==> src/rtl/pal_pkg.sv <==
// ----------------------------------------------------------------------------
// pal_pkg
// Shared widths, codes, types and the power-on list contents for the
// positional array list engine.
// ----------------------------------------------------------------------------
package pal_pkg;

  localparam int unsigned CAPACITY  = 16;
  localparam int unsigned IDX_W     = (CAPACITY > 1) ? $clog2(CAPACITY) : 1;
  localparam int unsigned CNT_W     = $clog2(CAPACITY + 1);

  localparam int unsigned KIND_W    = 3;
  localparam int unsigned POS_W     = 5;
  localparam int unsigned VAL_W     = 32;
  localparam int unsigned STAT_W    = 3;
  localparam int unsigned OIDX_W    = 4;
  localparam int unsigned OCNT_W    = 5;
  localparam int unsigned CMP_W     = (CNT_W > POS_W) ? CNT_W : POS_W;

  localparam int unsigned S_TDATA_W = 40;
  localparam int unsigned M_TDATA_W = 48;

  localparam int unsigned INIT_LEN  = 10;
  localparam int unsigned INIT_CNT  = (CAPACITY < INIT_LEN) ? CAPACITY : INIT_LEN;

  typedef enum logic [KIND_W-1:0] {
    KIND_INSERT  = 3'd0,
    KIND_UPDATE  = 3'd1,
    KIND_DELETE  = 3'd2,
    KIND_FIND    = 3'd3,
    KIND_DISPLAY = 3'd4
  } kind_e;

  typedef enum logic [STAT_W-1:0] {
    ST_OK       = 3'd0,
    ST_INVALID  = 3'd1,
    ST_FULL     = 3'd2,
    ST_NOTFOUND = 3'd3,
    ST_EMPTY    = 3'd4
  } status_e;

  typedef enum logic [2:0] {
    S_IDLE,
    S_EXEC,
    S_SHIFT_UP,
    S_PUT,
    S_SHIFT_DN,
    S_SCAN,
    S_DISP,
    S_RESP
  } state_e;

  typedef struct packed {
    logic             we;
    logic [IDX_W-1:0] waddr;
    logic [VAL_W-1:0] wdata;
    logic [IDX_W-1:0] raddr;
  } mem_req_t;

  typedef struct packed {
    status_e           status;
    logic [OIDX_W-1:0] index;
    logic [VAL_W-1:0]  data;
    logic [OCNT_W-1:0] count;
    logic              last;
  } res_t;

  // power-on contents of the list, zero past the listed values
  function automatic logic [VAL_W-1:0] init_val(logic [IDX_W-1:0] idx);
    logic [VAL_W-1:0] v;
    case (32'(idx))
      0:       v = 32'd7;
      1:       v = 32'd21;
      2:       v = 32'd18;
      3:       v = 32'd45;
      4:       v = 32'd93;
      5:       v = 32'd3;
      6:       v = 32'd11;
      7:       v = 32'd1;
      8:       v = 32'd99;
      9:       v = 32'd17;
      default: v = '0;
    endcase
    return v;
  endfunction

  function automatic logic [OIDX_W-1:0] out_index(logic [IDX_W-1:0] i);
    logic [31:0] w;
    w = 32'(i);
    return w[OIDX_W-1:0];
  endfunction

  function automatic logic [OCNT_W-1:0] out_count(logic [CNT_W-1:0] c);
    logic [31:0] w;
    w = 32'(c);
    return w[OCNT_W-1:0];
  endfunction

endpackage

==> src/rtl/pal_mem.sv <==
// ----------------------------------------------------------------------------
// pal_mem
// Entry store: one write and one read port, registered read data. Entries
// never written read back their power-on value through per-entry valid bits.
// ----------------------------------------------------------------------------
module pal_mem (
  input  logic                             clk_i,
  input  logic                             rst_ni,
  input  pal_pkg::mem_req_t                req_i,
  output logic [pal_pkg::VAL_W-1:0]        rdata_o
);

  logic [pal_pkg::VAL_W-1:0]    mem_q [pal_pkg::CAPACITY];
  logic [pal_pkg::CAPACITY-1:0] vld_q;
  logic [pal_pkg::VAL_W-1:0]    rd_q;
  logic                         rvld_q;
  logic [pal_pkg::IDX_W-1:0]    ra_q;

  always_ff @(posedge clk_i) begin
    if (req_i.we) begin
      mem_q[req_i.waddr] <= req_i.wdata;
    end
    rd_q <= mem_q[req_i.raddr];
    ra_q <= req_i.raddr;
  end

  always_ff @(posedge clk_i or negedge rst_ni) begin
    if (!rst_ni) begin
      vld_q  <= '0;
      rvld_q <= 1'b0;
    end else begin
      if (req_i.we) begin
        vld_q[req_i.waddr] <= 1'b1;
      end
      rvld_q <= vld_q[req_i.raddr];
    end
  end

  assign rdata_o = rvld_q ? rd_q : pal_pkg::init_val(ra_q);

endmodule

==> src/rtl/pal_ctrl.sv <==
// ----------------------------------------------------------------------------
// pal_ctrl
// Command sequencer: decodes a command, walks the entry store one entry per
// cycle for shifts, search and readout (readout only while results are taken),
// and keeps the fill count.
module pal_ctrl (
  input  logic                          clk_i,
  input  logic                          rst_ni,
  input  logic                          cmd_valid_i,
  output logic                          cmd_ready_o,
  input  logic [pal_pkg::KIND_W-1:0]    cmd_kind_i,
  input  logic [pal_pkg::POS_W-1:0]     cmd_pos_i,
  input  logic [pal_pkg::VAL_W-1:0]     cmd_val_i,
  output pal_pkg::mem_req_t             mem_req_o,
  input  logic [pal_pkg::VAL_W-1:0]     rdata_i,
  output logic                          res_valid_o,
  input  logic                          res_ready_i,
  output pal_pkg::res_t                 res_o
);

  localparam int unsigned IDX_W = pal_pkg::IDX_W;
  localparam int unsigned CNT_W = pal_pkg::CNT_W;
  localparam int unsigned CMP_W = pal_pkg::CMP_W;

  pal_pkg::state_e              state_q, state_d;
  logic [pal_pkg::KIND_W-1:0]   kind_q, kind_d;
  logic [pal_pkg::POS_W-1:0]    pos_q, pos_d;
  logic [pal_pkg::VAL_W-1:0]    key_q, key_d;
  logic [CNT_W-1:0]             cnt_q, cnt_d;
  logic [CNT_W-1:0]             ptr_q, ptr_d;
  logic                         pend_q, pend_d;
  logic [IDX_W-1:0]             tag_q, tag_d;
  pal_pkg::status_e             st_q, st_d;
  logic [IDX_W-1:0]             idx_q, idx_d;

  logic [CMP_W-1:0] pos_x, cnt_x, ptr_x;
  logic [CNT_W:0]   ptr_inc;
  logic [CNT_W-1:0] ptr_dec;
  logic             is_full, is_empty, pos_le_cnt, pos_lt_cnt;
  logic             up_more, dn_more, scan_more, scan_hit, disp_last;

  assign pos_x      = CMP_W'(pos_q);
  assign cnt_x      = CMP_W'(cnt_q);
  assign ptr_x      = CMP_W'(ptr_q);
  assign ptr_inc    = {1'b0, ptr_q} + 1'b1;
  assign ptr_dec    = ptr_q - 1'b1;
  assign is_full    = (cnt_q == CNT_W'(pal_pkg::CAPACITY));
  assign is_empty   = (cnt_q == '0);
  assign pos_le_cnt = (pos_x <= cnt_x);
  assign pos_lt_cnt = (pos_x < cnt_x);
  assign up_more    = (ptr_x > pos_x);
  assign dn_more    = (ptr_inc < {1'b0, cnt_q});
  assign scan_more  = (ptr_q < cnt_q);
  assign scan_hit   = pend_q && (rdata_i == key_q);
  assign disp_last  = (ptr_inc == {1'b0, cnt_q});

  // next state
  always_comb begin
    state_d = state_q;
    case (state_q)
      pal_pkg::S_IDLE: begin
        if (cmd_valid_i) state_d = pal_pkg::S_EXEC;
      end
      pal_pkg::S_EXEC: begin
        case (kind_q)
          pal_pkg::KIND_INSERT: begin
            if (is_full || !pos_le_cnt) state_d = pal_pkg::S_RESP;
            else                        state_d = pal_pkg::S_SHIFT_UP;
          end
          pal_pkg::KIND_DELETE: begin
            state_d = pos_lt_cnt ? pal_pkg::S_SHIFT_DN : pal_pkg::S_RESP;
          end
          pal_pkg::KIND_FIND:    state_d = pal_pkg::S_SCAN;
          pal_pkg::KIND_DISPLAY: begin
            state_d = is_empty ? pal_pkg::S_RESP : pal_pkg::S_DISP;
          end
          default:               state_d = pal_pkg::S_RESP;
        endcase
      end
      pal_pkg::S_SHIFT_UP: begin
        if (!up_more) state_d = pal_pkg::S_PUT;
      end
      pal_pkg::S_PUT:      state_d = pal_pkg::S_RESP;
      pal_pkg::S_SHIFT_DN: begin
        if (!dn_more) state_d = pal_pkg::S_RESP;
      end
      pal_pkg::S_SCAN: begin
        if (scan_hit || !scan_more) state_d = pal_pkg::S_RESP;
      end
      pal_pkg::S_DISP: begin
        if (res_ready_i && disp_last) state_d = pal_pkg::S_IDLE;
      end
      pal_pkg::S_RESP: begin
        if (res_ready_i) state_d = pal_pkg::S_IDLE;
      end
      default: state_d = pal_pkg::S_IDLE;
    endcase
  end

  // datapath and outputs
  always_comb begin
    cmd_ready_o     = (state_q == pal_pkg::S_IDLE);
    kind_d          = kind_q;
    pos_d           = pos_q;
    key_d           = key_q;
    cnt_d           = cnt_q;
    ptr_d           = ptr_q;
    pend_d          = 1'b0;
    tag_d           = tag_q;
    st_d            = st_q;
    idx_d           = idx_q;
    mem_req_o.we    = 1'b0;
    mem_req_o.waddr = tag_q;
    mem_req_o.wdata = rdata_i;
    mem_req_o.raddr = ptr_q[IDX_W-1:0];
    res_valid_o     = 1'b0;
    res_o.status    = st_q;
    res_o.index     = pal_pkg::out_index(idx_q);
    res_o.data      = '0;
    res_o.count     = pal_pkg::out_count(cnt_q);
    res_o.last      = 1'b1;

    case (state_q)
      pal_pkg::S_IDLE: begin
        if (cmd_valid_i) begin
          kind_d = cmd_kind_i;
          pos_d  = cmd_pos_i;
          key_d  = cmd_val_i;
          ptr_d  = '0;
        end
      end
      pal_pkg::S_EXEC: begin
        idx_d = '0;
        st_d  = pal_pkg::ST_OK;
        case (kind_q)
          pal_pkg::KIND_INSERT: begin
            if (is_full)          st_d  = pal_pkg::ST_FULL;
            else if (!pos_le_cnt) st_d  = pal_pkg::ST_INVALID;
            else                  ptr_d = cnt_q;
          end
          pal_pkg::KIND_UPDATE: begin
            if (pos_lt_cnt) begin
              mem_req_o.we    = 1'b1;
              mem_req_o.waddr = pos_x[IDX_W-1:0];
              mem_req_o.wdata = key_q;
            end else begin
              st_d = pal_pkg::ST_INVALID;
            end
          end
          pal_pkg::KIND_DELETE: begin
            if (pos_lt_cnt) ptr_d = pos_x[CNT_W-1:0];
            else            st_d  = pal_pkg::ST_INVALID;
          end
          pal_pkg::KIND_FIND: begin
            ptr_d = '0;
          end
          pal_pkg::KIND_DISPLAY: begin
            if (is_empty) st_d = pal_pkg::ST_EMPTY;
          end
          default: st_d = pal_pkg::ST_INVALID;
        endcase
      end
      pal_pkg::S_SHIFT_UP: begin
        // write back the entry read last cycle one slot higher
        mem_req_o.we = pend_q;
        if (up_more) begin
          mem_req_o.raddr = ptr_dec[IDX_W-1:0];
          pend_d          = 1'b1;
          tag_d           = ptr_q[IDX_W-1:0];
          ptr_d           = ptr_dec;
        end
      end
      pal_pkg::S_PUT: begin
        mem_req_o.we    = 1'b1;
        mem_req_o.waddr = pos_x[IDX_W-1:0];
        mem_req_o.wdata = key_q;
        cnt_d           = cnt_q + 1'b1;
        st_d            = pal_pkg::ST_OK;
      end
      pal_pkg::S_SHIFT_DN: begin
        mem_req_o.we = pend_q;
        if (dn_more) begin
          mem_req_o.raddr = ptr_inc[IDX_W-1:0];
          pend_d          = 1'b1;
          tag_d           = ptr_q[IDX_W-1:0];
          ptr_d           = ptr_inc[CNT_W-1:0];
        end else begin
          cnt_d = cnt_q - 1'b1;
          st_d  = pal_pkg::ST_OK;
        end
      end
      pal_pkg::S_SCAN: begin
        if (scan_hit) begin
          st_d  = pal_pkg::ST_OK;
          idx_d = tag_q;
        end else if (scan_more) begin
          pend_d = 1'b1;
          tag_d  = ptr_q[IDX_W-1:0];
          ptr_d  = ptr_inc[CNT_W-1:0];
        end else begin
          st_d  = pal_pkg::ST_NOTFOUND;
          idx_d = '0;
        end
      end
      pal_pkg::S_DISP: begin
        res_valid_o  = 1'b1;
        res_o.status = pal_pkg::ST_OK;
        res_o.index  = pal_pkg::out_index(ptr_q[IDX_W-1:0]);
        res_o.data   = rdata_i;
        res_o.last   = disp_last;
        // fetch the next entry as soon as this one is handed over
        if (res_ready_i && !disp_last) begin
          ptr_d           = ptr_inc[CNT_W-1:0];
          mem_req_o.raddr = ptr_inc[IDX_W-1:0];
        end
      end
      pal_pkg::S_RESP: begin
        res_valid_o = 1'b1;
      end
      default: ;
    endcase
  end

  always_ff @(posedge clk_i or negedge rst_ni) begin
    if (!rst_ni) begin
      state_q <= pal_pkg::S_IDLE;
      cnt_q   <= CNT_W'(pal_pkg::INIT_CNT);
      ptr_q   <= '0;
      pend_q  <= 1'b0;
    end else begin
      state_q <= state_d;
      cnt_q   <= cnt_d;
      ptr_q   <= ptr_d;
      pend_q  <= pend_d;
    end
  end

  always_ff @(posedge clk_i) begin
    kind_q <= kind_d;
    pos_q  <= pos_d;
    key_q  <= key_d;
    tag_q  <= tag_d;
    st_q   <= st_d;
    idx_q  <= idx_d;
  end

endmodule

==> src/rtl/pal_obuf.sv <==
// ----------------------------------------------------------------------------
// pal_obuf
// Result output register: holds one result for the downstream side and
// refills in the cycle it is taken.
// ----------------------------------------------------------------------------
module pal_obuf (
  input  logic          clk_i,
  input  logic          rst_ni,
  input  logic          in_valid_i,
  output logic          in_ready_o,
  input  pal_pkg::res_t in_i,
  output logic          out_valid_o,
  input  logic          out_ready_i,
  output pal_pkg::res_t out_o
);

  logic          vld_q, vld_d;
  pal_pkg::res_t res_q;

  assign in_ready_o  = !vld_q || out_ready_i;
  assign vld_d       = (in_valid_i && in_ready_o) || (vld_q && !out_ready_i);
  assign out_valid_o = vld_q;
  assign out_o       = res_q;

  always_ff @(posedge clk_i or negedge rst_ni) begin
    if (!rst_ni) begin
      vld_q <= 1'b0;
    end else begin
      vld_q <= vld_d;
    end
  end

  always_ff @(posedge clk_i) begin
    if (in_valid_i && in_ready_o) begin
      res_q <= in_i;
    end
  end

endmodule

==> src/rtl/positional_array_list_engine_top.sv <==
// ----------------------------------------------------------------------------
// positional_array_list_engine_top
// Packed list of signed 32-bit entries with insert, update, delete, find and
// full readout commands, kept in a single-port-write entry store.
//
//   channel   dir  tdata (low bit up)                    tuser    tlast
//   s_axis    in   position[4:0] value[36:5]              kind     -
//   m_axis    out  index[3:0] data[35:4] count[40:36]     status   last
//
// one command at a time; the entry store is walked one entry per cycle
// (readout only while results are taken)
// reset restores the initial list at once through per-entry valid bits
// a new command is taken while the last result still waits in the output
// ----------------------------------------------------------------------------
module positional_array_list_engine_top (
  input  logic                            clk_i,
  input  logic                            rst_ni,
  input  logic                            s_axis_tvalid,
  output logic                            s_axis_tready,
  input  logic [pal_pkg::S_TDATA_W-1:0]   s_axis_tdata,  // position, value
  input  logic [pal_pkg::KIND_W-1:0]      s_axis_tuser,  // kind
  output logic                            m_axis_tvalid,
  input  logic                            m_axis_tready,
  output logic [pal_pkg::M_TDATA_W-1:0]   m_axis_tdata,  // index, data, count
  output logic [pal_pkg::STAT_W-1:0]      m_axis_tuser,  // status
  output logic                            m_axis_tlast
);

  pal_pkg::mem_req_t          mem_req;
  logic [pal_pkg::VAL_W-1:0]  rdata;
  logic                       res_valid;
  logic                       res_ready;
  pal_pkg::res_t              res;
  pal_pkg::res_t              out_res;

  pal_ctrl u_ctrl (
    .clk_i       (clk_i),
    .rst_ni      (rst_ni),
    .cmd_valid_i (s_axis_tvalid),
    .cmd_ready_o (s_axis_tready),
    .cmd_kind_i  (s_axis_tuser),
    .cmd_pos_i   (s_axis_tdata[4:0]),
    .cmd_val_i   (s_axis_tdata[36:5]),
    .mem_req_o   (mem_req),
    .rdata_i     (rdata),
    .res_valid_o (res_valid),
    .res_ready_i (res_ready),
    .res_o       (res)
  );

  pal_mem u_mem (
    .clk_i   (clk_i),
    .rst_ni  (rst_ni),
    .req_i   (mem_req),
    .rdata_o (rdata)
  );

  pal_obuf u_obuf (
    .clk_i       (clk_i),
    .rst_ni      (rst_ni),
    .in_valid_i  (res_valid),
    .in_ready_o  (res_ready),
    .in_i        (res),
    .out_valid_o (m_axis_tvalid),
    .out_ready_i (m_axis_tready),
    .out_o       (out_res)
  );

  assign m_axis_tdata = {7'b0, out_res.count, out_res.data, out_res.index};
  assign m_axis_tuser = out_res.status;
  assign m_axis_tlast = out_res.last;

endmodule

==> config.mk <==
export PLATFORM = sky130hd
export DESIGN_NAME = positional_array_list_engine_top
export DESIGN_NICKNAME = d
export VERILOG_FILES = /design/src/rtl/pal_pkg.sv /design/src/rtl/pal_mem.sv /design/src/rtl/pal_ctrl.sv /design/src/rtl/pal_obuf.sv /design/src/rtl/positional_array_list_engine_top.sv
export SDC_FILE = /design/constraint.sdc
export NUM_CORES = 1
export LEC_CHECK = 0
export CORE_MARGIN = 2
export CORE_UTILIZATION = 55
export CTS_CLUSTER_DIAMETER = 200
export DETAILED_ROUTE_END_ITERATION = 6
export DONT_BUFFER_PORTS = 1
export GPL_ROUTABILITY_DRIVEN = 0
export PLACE_DENSITY = 0.7
export SYNTH_ARGS = -nofsm -noshare
export SYNTH_HDL_FRONTEND = slang
export SYNTH_HIERARCHICAL = 1
export SYNTH_SLANG_ARGS = --single-unit
export TNS_END_PERCENT = 1
==> constraint.sdc <==
create_clock -name clk_i -period 6.4 [get_ports clk_i]
set_input_delay 0.64 -clock clk_i [delete_from_list [all_inputs] [get_ports clk_i]]
set_output_delay 0.64 -clock clk_i [all_outputs]
set_load 0.05 [all_outputs]
* Word level (Yosys, flattened, before mapping)
Memory sizes are Yosys's and may differ from the RTL's. A register that Yosys moved wholly into a read port is not among the register bits. Cells that the tools add are included.
Cells by class: $add $sub $neg 4, magnitude comparators 8, eq/ne operators 30, muxes and demuxes 63, bitwise operators 1, reductions and logical operators 33
Operators by type and width (count):
- two-way mux 37 bit | 2
- case mux 36 bit (2 select lines) | 1
- two-way mux 5 bit | 10
- two-way mux 3 bit | 12
- two-way mux 36 bit | 1
- two-way mux 4 bit | 9
- case mux 3 bit (4 select lines) | 3
- == test 32 bit | 1
- two-way mux 32 bit | 1
- case mux 5 bit (6 select lines) | 1
- case mux 3 bit (8 select lines) | 1
- case mux 4 bit (3 select lines) | 2
- bitwise OR 16 bit | 1
- == test 3 bit, second input constant | 5
- case mux 5 bit (3 select lines) | 1
- inequality test 2 x 1 -> 1 bit, second input constant | 7
- == test 3 x 2 -> 1 bit, second input constant | 4
- two-way mux 1 bit | 12
- AND reduction 11 bit | 1
- < comparator 4 x 5 -> 1 bit, second input constant | 2
- < comparator 5 bit | 2
- case mux 5 bit (2 select lines) | 1
- subtractor 5 x 1 -> 5 bit, second input constant | 2
- inequality test 2 bit, second input constant | 4
- 31 further kinds | 53
Word-level totals: flip-flop bits (word level) 128, RAM bits 512, memory bits (read-only) 112, input bits 47, output and inout port bits 54, memories 2
Memory list:
- u_mem.mem_q | words 16, bits a word 32, rd ports 1, clocked after Yosys merged registers in 1, write ports 1, line pal_mem.sv:13 | logic [pal_pkg::VAL_W-1:0] mem_q [pal_pkg::CAPACITY];
- (no name shown) | words 16, bits a word 7, rd ports 1, clocked after Yosys merged registers in 1, write ports 0, line pal_pkg.sv:71 | case (32'(idx))

* Logic depth before layout (Yosys ltp)
Gate-level depths: netlist (run 1).
depth after elaboration 9, gate-level depth with buffers 18

* By module
The synthesis (run 1) kept the hierarchy.
Modules (own cells, without submodules):
- pal_mem | instances 1, cells an instance 953, area an instance 21038.9 µm², sequential area each 16580.9 µm²
- pal_ctrl | instances 1, cells an instance 427, area an instance 4524.3 µm², sequential area each 1884.3 µm²
- pal_obuf | instances 1, cells an instance 49, area an instance 1405.1 µm², sequential area each 1376.3 µm²
- positional_array_list_engine_top | instances 1, cells an instance 8, area an instance 56.3 µm², sequential area each 0.0 µm²

* Worst setup path before layout (run 1)
Ideal clock, no wire load.
path type register to register, from reg u_ctrl.cnt_q[3], to mem u_mem/mem_q[0][0] (netlist bit), enable pin, setup time 462 ps, arrival 5289 ps, setup slack 649 ps, stages on the path, launching flop included 13, path buffers 1, cells stage by stage dfstp_2 inv_1 ha_1 a21o_1 a21oi_2 nand2_1 nor3_1 o21ai_1 nor2_2 buf_2 mux2_1 or3b_2 nor3_1
RTL lines:
- from (decl) | line pal_ctrl.sv:29 | logic [CNT_W-1:0] cnt_q, cnt_d;
- from (signal assigned) | line pal_ctrl.sv:227 | cnt_q <= CNT_W'(pal_pkg::INIT_CNT);
- from (signal assigned) | line pal_ctrl.sv:232 | cnt_q <= cnt_d;
- to (decl) | line pal_mem.sv:13

==> results.cfg, run 1 <==
[status]
status = completed

[sta]
setup_viol = 0
worst_hold_slack_ns = 0.123
timing.final.crit_share_pct = 75.2
worst_pin_slew_ns = 1.07
max_slew_margin_pct = 28.7
rsz0062_at_grt = no
period_needed_ns = 4.81
fin_skew_ns = 0.0328
hold_violations = 0
clock.fmax_mhz = 208
tns_ns = 0
drv_slew = 0

[power_and_ir_drop]
vdd_ir_drop_max_v = 0.000493
p_sw_share_pct = 34.7
static-leakage-power_uw = 0.0100
seqPwrFrac_pct = 40.6
power.internal_uw = 11300
switchingPower_uw = 5990
power_frac_comb_pct = 34.5
clkPwrFrac_pct = 24.9
pwr_density_cell_nw_per_um2 = 568

[detailed_routing]
firstDrtPassIters = 5
vias = 13600
drt-total-wl_um = 60500
drtAntennaViolNets = 0
viasPerCell = 6.19
post_drt_wl_per_cell_um = 27.5
drtIter0Drc = 1401
drc_errors = 0

[clock_tree]
cts_setup_buffers = 0
cts.sinks = 679
worstSkewPairLatency_ns = 0.61
numCtsBuffers = 71
h-tree-depth = 3
clk_pin_slew_ns = 0.06
cts_root_buffer = clkbuf_16
cts_tree = yes
cts.path.max_buffers = 3

[synth]
synth-edff-count = 608
ys_seq_elements = 679
syn_inst = 1437
ys.flop_type = edfxtp_1
yosysUniqueCellTypes = 66
syn_area_per_cell_sq_um = 18.8
syn_area_sq_um = 27000
yosys_warnings = 6
ys_seq_area_share_pct = 73.4
async_reset_ff_share_pct = 4.71

[setup_path]
cp-end-kind = flip-flop
startpoint = u_ctrl/ptr_q[0]$_DFFE_PN0P_
startpoint_type = flip-flop
crit_fanout = 32
cp.required_ns = 6.89
timing.rr.start = u_ctrl/ptr_q[0]$_DFFE_PN0P_
criticalPathCategory = flip-flop to flip-flop
crit_arrival_ns = 5.30

[floorplanning]
die_y_um = 226
fp.coreArea_sq_um = 48700
die_w_um = 226
die_area_sq_um = 50900
start_util_pct = 55.4
io_pins = 101
core.rowCount = 81

[global_routing]
grt_overflow = 0
grt_pass1_vias = 13900
met2_usage_pct = 39.2
antenna_found_initial = 1
grtUsageMet3_pct = 4.22
grt_pass1_wl_um = 89200
top_usage_layer = met2
grt_max_degree = 88
met1_usage_pct = 34.2
grt_use_total_pct = 24.6

[finish]
antenna_cells = 0
regArea_sq_um = 19800
layout_commonest_cell = edfxtp_1
fin_area_sq_um = 30400
fillers = 3343
areaGrowthSynthToFinish_pct = 12.6
layout_common_cells = edfxtp_1, mux4_2, clkbuf_16, o22ai_1, and2_1
multi_input_area_sq_um = 6860
final_util_pct = 62.4
nNetsFinal = 1559
drive_gt1_share_pct = 23.3

[worst_hold_path]
hold_start = s_axis_tdata[6]
hold_path_class = input pin to flip-flop

[run]
max-cap-violations = 0

[placement]
io_buffers = 0
dp_hpwl_um = 34100
placed_area_sq_um = 27900
path summary, 6_finish.rpt:
kind	to	depth (start not counted)	slack, ns
min reg2reg	u_mem/vld_q[0]$_DFFE_PN0P_	1	0.47
max reg2reg	u_mem/rd_q[25]$_DFF_P_	13	1.59
min	u_ctrl/key_q[1]$_DFFE_PP_	0	0.12
max in group asynchronous	u_ctrl/cnt_q[3]$_DFFE_PN1P_	2	5.68
max	u_mem/rd_q[25]$_DFF_P_	13	1.59
min in group asynchronous	u_ctrl/cnt_q[2]$_DFFE_PN0P_	2	0.48
logic make-up (layout without fill, tap and decap cells):
kind of cell / Yosys count / after routing / synth area share, %
flip-flops: 679 / 679 / 73.4
AND/OR/NAND/NOR: 251 / 251 / 5.08
multiplexers: 185 / 185 / 13.3
AO/OA/AOI/OAI: 143 / 143 / 3.31
buffers and inverters: 101 / 195 / 1.93
XOR/XNOR: 45 / 45 / 1.46
adder cells (fa/ha/maj): 32 / 32 / 1.51
other: 1 / 7 / 0.0139
worst max-delay path, cell delays in order, from the launching register on:
cell and delay, ns:
dfrtp_1 0.59, inv_1 0.25, ha_1 0.45, ha_1 0.33, nor2b_1 0.13, o21ai_1 0.08
a31oi_1 0.21, a21o_1 0.20, nor3_2 0.11, o221ai_4 0.80, buf_4 0.63, mux4_2 0.59
o22ai_1 0.20, nor2_1 0.07
cell type report:
| cell class | instances | share of cell area [%] |
|---|---|---|
| Clock buffer | 95 | 6.51 |
| Clock inverter | 35 | 1.62 |
| Inverter | 26 | 0.321 |
| Multi-Input combinational cell | 663 | 22.5 |
| Sequential cell | 679 | 65.2 |
| Tap cell | 664 | 2.73 |
| Timing Repair Buffer | 39 | 1.09 |
metrics by stage:
step | setup WS (ns) | total power, uW | instances
finish | 1.59 | 17300 | 2201
global route | 1.23 | 18100 | 2201
floorplan | 0.649 | 11400 | 1443
global placement | 1.60 | 12900 | 2069
detailed placement | 1.60 | 13100 | 2069
CTS | 1.58 | 17400 | 2201
Yosys cell counts (8+ instances only):
library cell	number	area [sq um]
a21oi_1	26	130
inv_1	25	93.8
edfxtp_1	608	18300
buf_4	17	128
mux4_2	132	2970
clkbuf_1	21	78.8
and2_1	63	394
or2_2	18	113
nand2_1	22	82.6
nor2_1	64	240
dfxtp_1	39	781
o21ai_0	15	75.1
nand4_1	8	50.1
dfrtp_1	30	751
o22ai_1	68	425
buf_2	31	155
nor2b_1	8	50.1
mux2_2	17	191
mux2_1	30	338
xnor2_1	33	289
nor3_1	14	70.1
nand2b_1	16	100
ha_1	31	388
xor2_1	12	105
nand3_1	13	65.1
routing by layer:
metal  wire length, um  up-vias
met4              1880        2
met3              4740       97
met1             24700     7127
met2             29200      621
li1                  -     5785
met5                14        -
power groups by stage:
stage                     Sequential (uW)  Clock (uW)  Combinational (uW)
after floorplan                      6930           0                4470
after global placement               7080           0                5820
after detailed placement             7110           0                5960
after CTS                            7030        4370                6010
after global routing                 7090        4540                6460
final                                7030        4300                5970
repair_timing:
| action | 4_1_cts | 5_1_grt |
|---|---|---|
| resized for setup | 0 | 0 |
| endpoints found under the hold margin | 32 | 0 |
| hold buffers | 2 | 0 |
flip-flops by register name, indices dropped and copies added, names as in the netlist, 3 cells and up, named ones only:
name	count
u_mem/mem_q	512
u_mem/rd_q	32
u_ctrl/st_q	3
u_ctrl/key_q	32
u_ctrl/tag_q	4
u_ctrl/cnt_q	5
u_ctrl/idx_q	4
u_ctrl/pos_q	5
u_mem/vld_q	16
u_obuf/out_o	45
u_ctrl/ptr_q	5
u_ctrl/kind_q	3
u_ctrl/state_q	3
(Power assumes the default switching activity.)
==> run 2, diff against run 1 <==
PLACE_DENSITY = 0.73   (was 0.7)
clock period = 4.3 ns   (was 6.4 ns; I/O delays follow)
==> run 2 against run 1 <==
Against the previous run:
- sequential share of layout area down 1.4 points
- die area did not move
- sequential cell count unchanged
- hold slack worse by 0.054 ns
- utilization grew 1.4 points
- clock power up 35%
- highest routed layer is now met4
- worst setup slack lost 1.4 ns
- clock skew decreased by 0.0043 ns
==> results.cfg, run 2 (synthesis gave the netlist of run 1 again) <==
[finish]
layout_commonest_cell = edfxtp_1
finalNonFillerCells = 2287
top_register = u_mem/mem_q
largest_reg_flops = 512
antenna_cells = 0
layout_common_cells = edfxtp_1, mux4_2, clkbuf_16, buf_4, o22ai_1
nNetsFinal = 1645
drive_gt1_share_pct = 24.2
fillers = 3242
final_util_pct = 63.8
areaGrowthSynthToFinish_pct = 15.2

[clock_tree]
h-tree-depth = 3
worstSkewPairLatency_ns = 0.61
clk_pin_slew_ns = 0.05
cts_setup_buffers = 0
cts.path.max_buffers = 3
cts_tree = yes
cts_root_buffer = clkbuf_16
cts.sinks = 679
numCtsBuffers = 70

[global_routing]
grt_pass1_wl_um = 89600
grt_use_total_pct = 24.5
antenna_found_initial = 2
grt_pass1_vias = 14200
grt_overflow = 0
grt_max_degree = 54

[setup_path]
timing.rr.start = u_ctrl/cnt_q[3]$_DFFE_PN1P_
cp-end-kind = flip-flop
r2r_cells = 12
crit_arrival_ns = 4.41
crit_cells = 12
cp_slowest_cell = or3b_2
startpoint_type = flip-flop
criticalPathCategory = flip-flop to flip-flop
cp.buffers_inverters = 2
path_delay_family = simple AND/OR/NAND/NOR gates
worstReg2RegEnd = u_mem/mem_q[0][7]$_DFFE_PP_
path_cells = inv_1 > ha_1 > a21o_1 > a21oi_2 > nand2_1 > nor3_1 > o21ai_1 > nor2_4 > mux2_1 > or3b_2 > nor3_4 > buf_4
critPathMaxStageDelay_ns = 0.64
crit_fanout = 14
cp.required_ns = 4.57
startpoint = u_ctrl/cnt_q[3]$_DFFE_PN1P_
r2r_setup_slack_ns = 0.16

[detailed_routing]
viasPerCell = 6.13
firstDrtPassIters = 5
drtIter0Drc = 1464
drt-total-wl_um = 60800
vias = 14000
drc_errors = 0
post_drt_wl_per_cell_um = 26.6
drtAntennaViolNets = 0

[sta]
rsz0062_at_grt = no
setup_viol = 0
max_slew_margin_pct = 16.3
worst_pin_slew_ns = 1.25
hold_violations = 0
clock.fmax_mhz = 241
fin_skew_ns = 0.0285
tns_ns = 0
drv_slew = 0
period_needed_ns = 4.14
timing.final.crit_share_pct = 96.4

[floorplanning]
io_pins = 101
die_area_sq_um = 50900
core.rowCount = 81
die_y_um = 226
die_w_um = 226
fp.coreArea_sq_um = 48700
start_util_pct = 55.4

[power_and_ir_drop]
static-leakage-power_uw = 0.0104
vdd_ir_drop_max_v = 0.000643
pwr_density_cell_nw_per_um2 = 824

[placement]
dp_hpwl_um = 36200
io_buffers = 0
placed_cells = 2116

[worst_hold_path]
min_path_cells = 2
hold_path_class = input pin to flip-flop
hold-path-endpoint = u_obuf/out_valid_o$_DFF_PN0_
hold_start = m_axis_tready

[status]
status = completed

[run]
max-cap-violations = 0
## run 2: changes by cell type in the layout (fill, tap and decap cells not counted), sizes merged
| cell | before | now |
|---|---|---|
| clkinvlp | 6 | 1 |
| clkbuf | 95 | 99 |
| dlygate4sd3 | 1 | 41 |
| bufinv | 11 | 3 |
| inv | 26 | 30 |
| clkinv | 18 | 22 |
| buf | 38 | 85 |
## run 2: worst register-to-register path: stages, from the launching register on
cell and delay (ns):
dfstp_2 0.53, inv_1 0.07, ha_1 0.31, a21o_1 0.20, a21oi_2 0.18, nand2_1 0.12
nor3_1 0.26, o21ai_1 0.16, nor2_4 0.26, mux2_1 0.44, or3b_2 0.64, nor3_4 0.29
buf_4 0.35
## run 2: worst max-delay path by stage
| stage | to | slack, ns |
|---|---|---|
| 4_1_cts | u_mem/mem_q[15][16]$_DFFE_PP_ | 0.16 |
| 3_3_place_gp | u_mem/mem_q[0][25]$_DFFE_PP_ | 0.28 |
| 3_5_place_dp | u_mem/mem_q[15][24]$_DFFE_PP_ | 0.20 |
| 6_report | u_mem/mem_q[0][7]$_DFFE_PP_ | 0.16 |
| 5_1_grt | u_mem/mem_q[0][7]$_DFFE_PP_ | 0.002 |
| 2_1_floorplan | u_mem/mem_q[13][0]$_DFFE_PP_ | -0.30 |
## run 2: cell type report
| cell class | instances | area, sq um | share of cell area, % |
|---|---|---|---|
| Sequential cell | 679 | 19800 | 63.8 |
| Tap cell | 664 | 831 | 2.67 |
| Multi-Input combinational cell | 663 | 6880 | 22.1 |
| Clock buffer | 99 | 1950 | 6.27 |
| Timing Repair Buffer | 126 | 1240 | 4.00 |
| Inverter | 26 | 97.6 | 0.314 |
| Clock inverter | 30 | 277 | 0.889 |
## run 2: repair_timing
| item | 4_1_cts | 5_1_grt |
|---|---|---|
| endpoints found under the setup margin | 0 | 13 |
| hold buffers | 42 | 0 |
| resized for setup | 0 | 2 |
| endpoints found under the hold margin | 72 | 0 |
## run 2: layer usage
metal / GRT usage (%) / vias to the layer above / wire, um
met3: 4.35 / 138 / 4450
met1: 33.4 / 7253 / 24200
met4: 8.63 / 0 / 2030
met5: 0 / - / 0
met2: 40.4 / 664 / 30200
li1: - / 5956 / -
## run 2: where the power goes
part	internal, uW	switching, uW	total (uW)	leakage [uW]
clock	3370	2440	5800	0.00109
combinational	3890	5660	9560	0.00300
sequential	9350	932	10300	0.00628
total	16600	9030	25600	0.0104
## run 2: stage by stage
step | total power [uW] | area [sq um] | hold slack, ns | setup WS (ns)
after CTS | 25800 | 31100 | 0.0423 | 0.157
final | 25600 | 31100 | 0.0689 | 0.155
after floorplan | 17000 | 27100 | 0.134 | -0.296
after detailed placement | 19900 | 28500 | 0.136 | 0.196
after global routing | 26800 | 31100 | 0.0642 | 0.00199
after global placement | 19600 | 28500 | 0.136 | 0.280
==> run 3, diff against run 2 <==
CORE_ASPECT_RATIO = 0.75   (was not set)
==> run 3 against run 2 <==
Against the previous run:
- register-to-register slack worse by 0.09 ns
- sequential power barely moved
- routed wire length up 5.8%
- largest power group unchanged
==> results.cfg, run 3 (synthesis gave the netlist of run 1 again) <==
[detailed_routing]
viasPerCell = 6.31
post_drt_wl_per_cell_um = 28.5
drc_errors = 0
firstDrtPassIters = 6
drtIter0Drc = 1800
drt-total-wl_um = 64300
drtAntennaViolNets = 0
vias = 14300

[sta]
drv_slew = 0
max_slew_margin_pct = 36.4
worst_hold_slack_ns = 0.0392
setup_viol = 0
worst_pin_slew_ns = 0.949
clock.fmax_mhz = 236
hold_violations = 0
fin_skew_ns = 0.0212
rsz0062_at_grt = no
timing.final.crit_share_pct = 98.4
period_needed_ns = 4.23

[finish]
drive_gt1_share_pct = 24.3
layout_common_cells = edfxtp_1, mux4_2, o22ai_1, and2_1, clkbuf_16
finalNonFillerCells = 2259
largest_reg_flops = 512
top_register = u_mem/mem_q
nNetsFinal = 1640
layout_commonest_cell = edfxtp_1
antenna_cells = 0
areaGrowthSynthToFinish_pct = 15.6

[global_routing]
grt_pass1_wl_um = 94300
grt_use_total_pct = 25.9
grt_overflow = 0
antenna_found_initial = 3
grt_pass1_vias = 14200
grt_max_degree = 48

[setup_path]
startpoint_type = flip-flop
critPathMaxStageDelay_ns = 0.81
crit_arrival_ns = 4.57
cp-end-kind = flip-flop
crit_cells = 9
path_cells = mux2_2 > xnor2_1 > nand4_1 > nor4_1 > nand4_1 > nand2b_1 > o21ai_0 > nor3_1 > buf_4
startpoint = u_mem/rvld_q$_DFF_PN0_
path_delay_family = simple AND/OR/NAND/NOR gates
cp.required_ns = 4.64
crit_end = u_ctrl/st_q[2]$_DFFE_PP_
r2r_setup_slack_ns = 0.07
r2r_cells = 9
worstReg2RegEnd = u_ctrl/st_q[2]$_DFFE_PP_
crit_fanout = 9
cp.buffers_inverters = 1
cp_common_cell = nand4_1
criticalPathCategory = flip-flop to flip-flop
cp_slowest_cell = dfrtp_1
timing.rr.start = u_mem/rvld_q$_DFF_PN0_

[floorplanning]
io_pins = 101
die_w_um = 260
die_area_sq_um = 50900
start_util_pct = 55.6
core.rowCount = 70
die_y_um = 196
fp.coreArea_sq_um = 48600

[run]
max-cap-violations = 0

[clock_tree]
clk_pin_slew_ns = 0.06
worstSkewPairLatency_ns = 0.63
cts_tree = yes
cts_setup_buffers = 0
cts.sinks = 679
cts.path.max_buffers = 3
numCtsBuffers = 60
h-tree-depth = 2
cts_root_buffer = clkbuf_16

[placement]
placed_cells = 2105
dp_hpwl_um = 38100
io_buffers = 0

[power_and_ir_drop]
total_power_uw = 26000
static-leakage-power_uw = 0.0104
pwr_density_cell_nw_per_um2 = 831
vdd_ir_drop_max_v = 0.000601

[worst_hold_path]
hold_path_class = input pin to flip-flop
hold_start = m_axis_tready

[status]
status = completed
==> run 3: cell types whose count changed in the layout (fill, tap and decap cells not counted), sizes merged <==
| cell | before | now |
|---|---|---|
| clkbuf | 99 | 78 |
| inv | 30 | 29 |
| bufinv | 3 | 11 |
| buf | 85 | 90 |
| clkinv | 22 | 18 |
| clkinvlp | 1 | 2 |
==> run 3: worst min-delay path by stage <==
stage	endpoint	cells after the start	slack, ns
3_5_place_dp	u_ctrl/pend_q$_DFF_PN0_	0	0.14
6_report	u_obuf/out_valid_o$_DFF_PN0_	2	0.04
5_1_grt	u_obuf/out_valid_o$_DFF_PN0_	2	0.04
2_1_floorplan	u_ctrl/cnt_q[0]$_DFFE_PN0P_	0	0.13
4_1_cts	u_obuf/out_valid_o$_DFF_PN0_	2	0.009
3_3_place_gp	u_ctrl/ptr_q[0]$_DFFE_PN0P_	0	0.14
==> run 3: power breakdown <==
group,total (uW),switching [uW],internal [uW]
sequential,10300,975,9350
clock,5670,2350,3320
combinational,9970,5830,4140
total,26000,9150,16800
==> run 3: timing repair <==
action / 4_1_cts / 5_1_grt
endpoints found under the hold margin: 72 / 0
gates resized for setup: 0 / 1
hold buffers: 42 / 0
endpoints found under the setup margin: 0 / 6
==> run 3: stage by stage <==
step	worst slack (ns)	setup TNS, ns	area, sq um	util [%]
after detailed placement	0.259	0	28700	59.1
final	0.0667	0	31200	64.3
after CTS	0.241	0	31200	64.3
after global routing	0.0182	0	31200	64.3
after floorplan	-0.296	-68.11	27100	-
after global placement	0.276	0	28700	59.1
==> run 3: final cells by class <==
type                       instances  area [sq um]
fill                            3224         17400
inverter                          26          97.6
tap                              648           811
clock buffer                      78          1620
clock inverter                    34           463
sequential                       679         19800
multi-input combinational        663          6880
timing repair buffer             131          1530
==> run 3: layer usage <==
| layer | part of all wire, % | vias to the layer above | GRT usage, % |
|---|---|---|---|
| met5 | 0 | - | 0 |
| met4 | 2.4 | 0 | 7.60 |
| met3 | 9.3 | 90 | 5.18 |
| met2 | 47 | 703 | 39.5 |
| met1 | 41 | 7503 | 38.4 |
| li1 | - | 5960 | - |
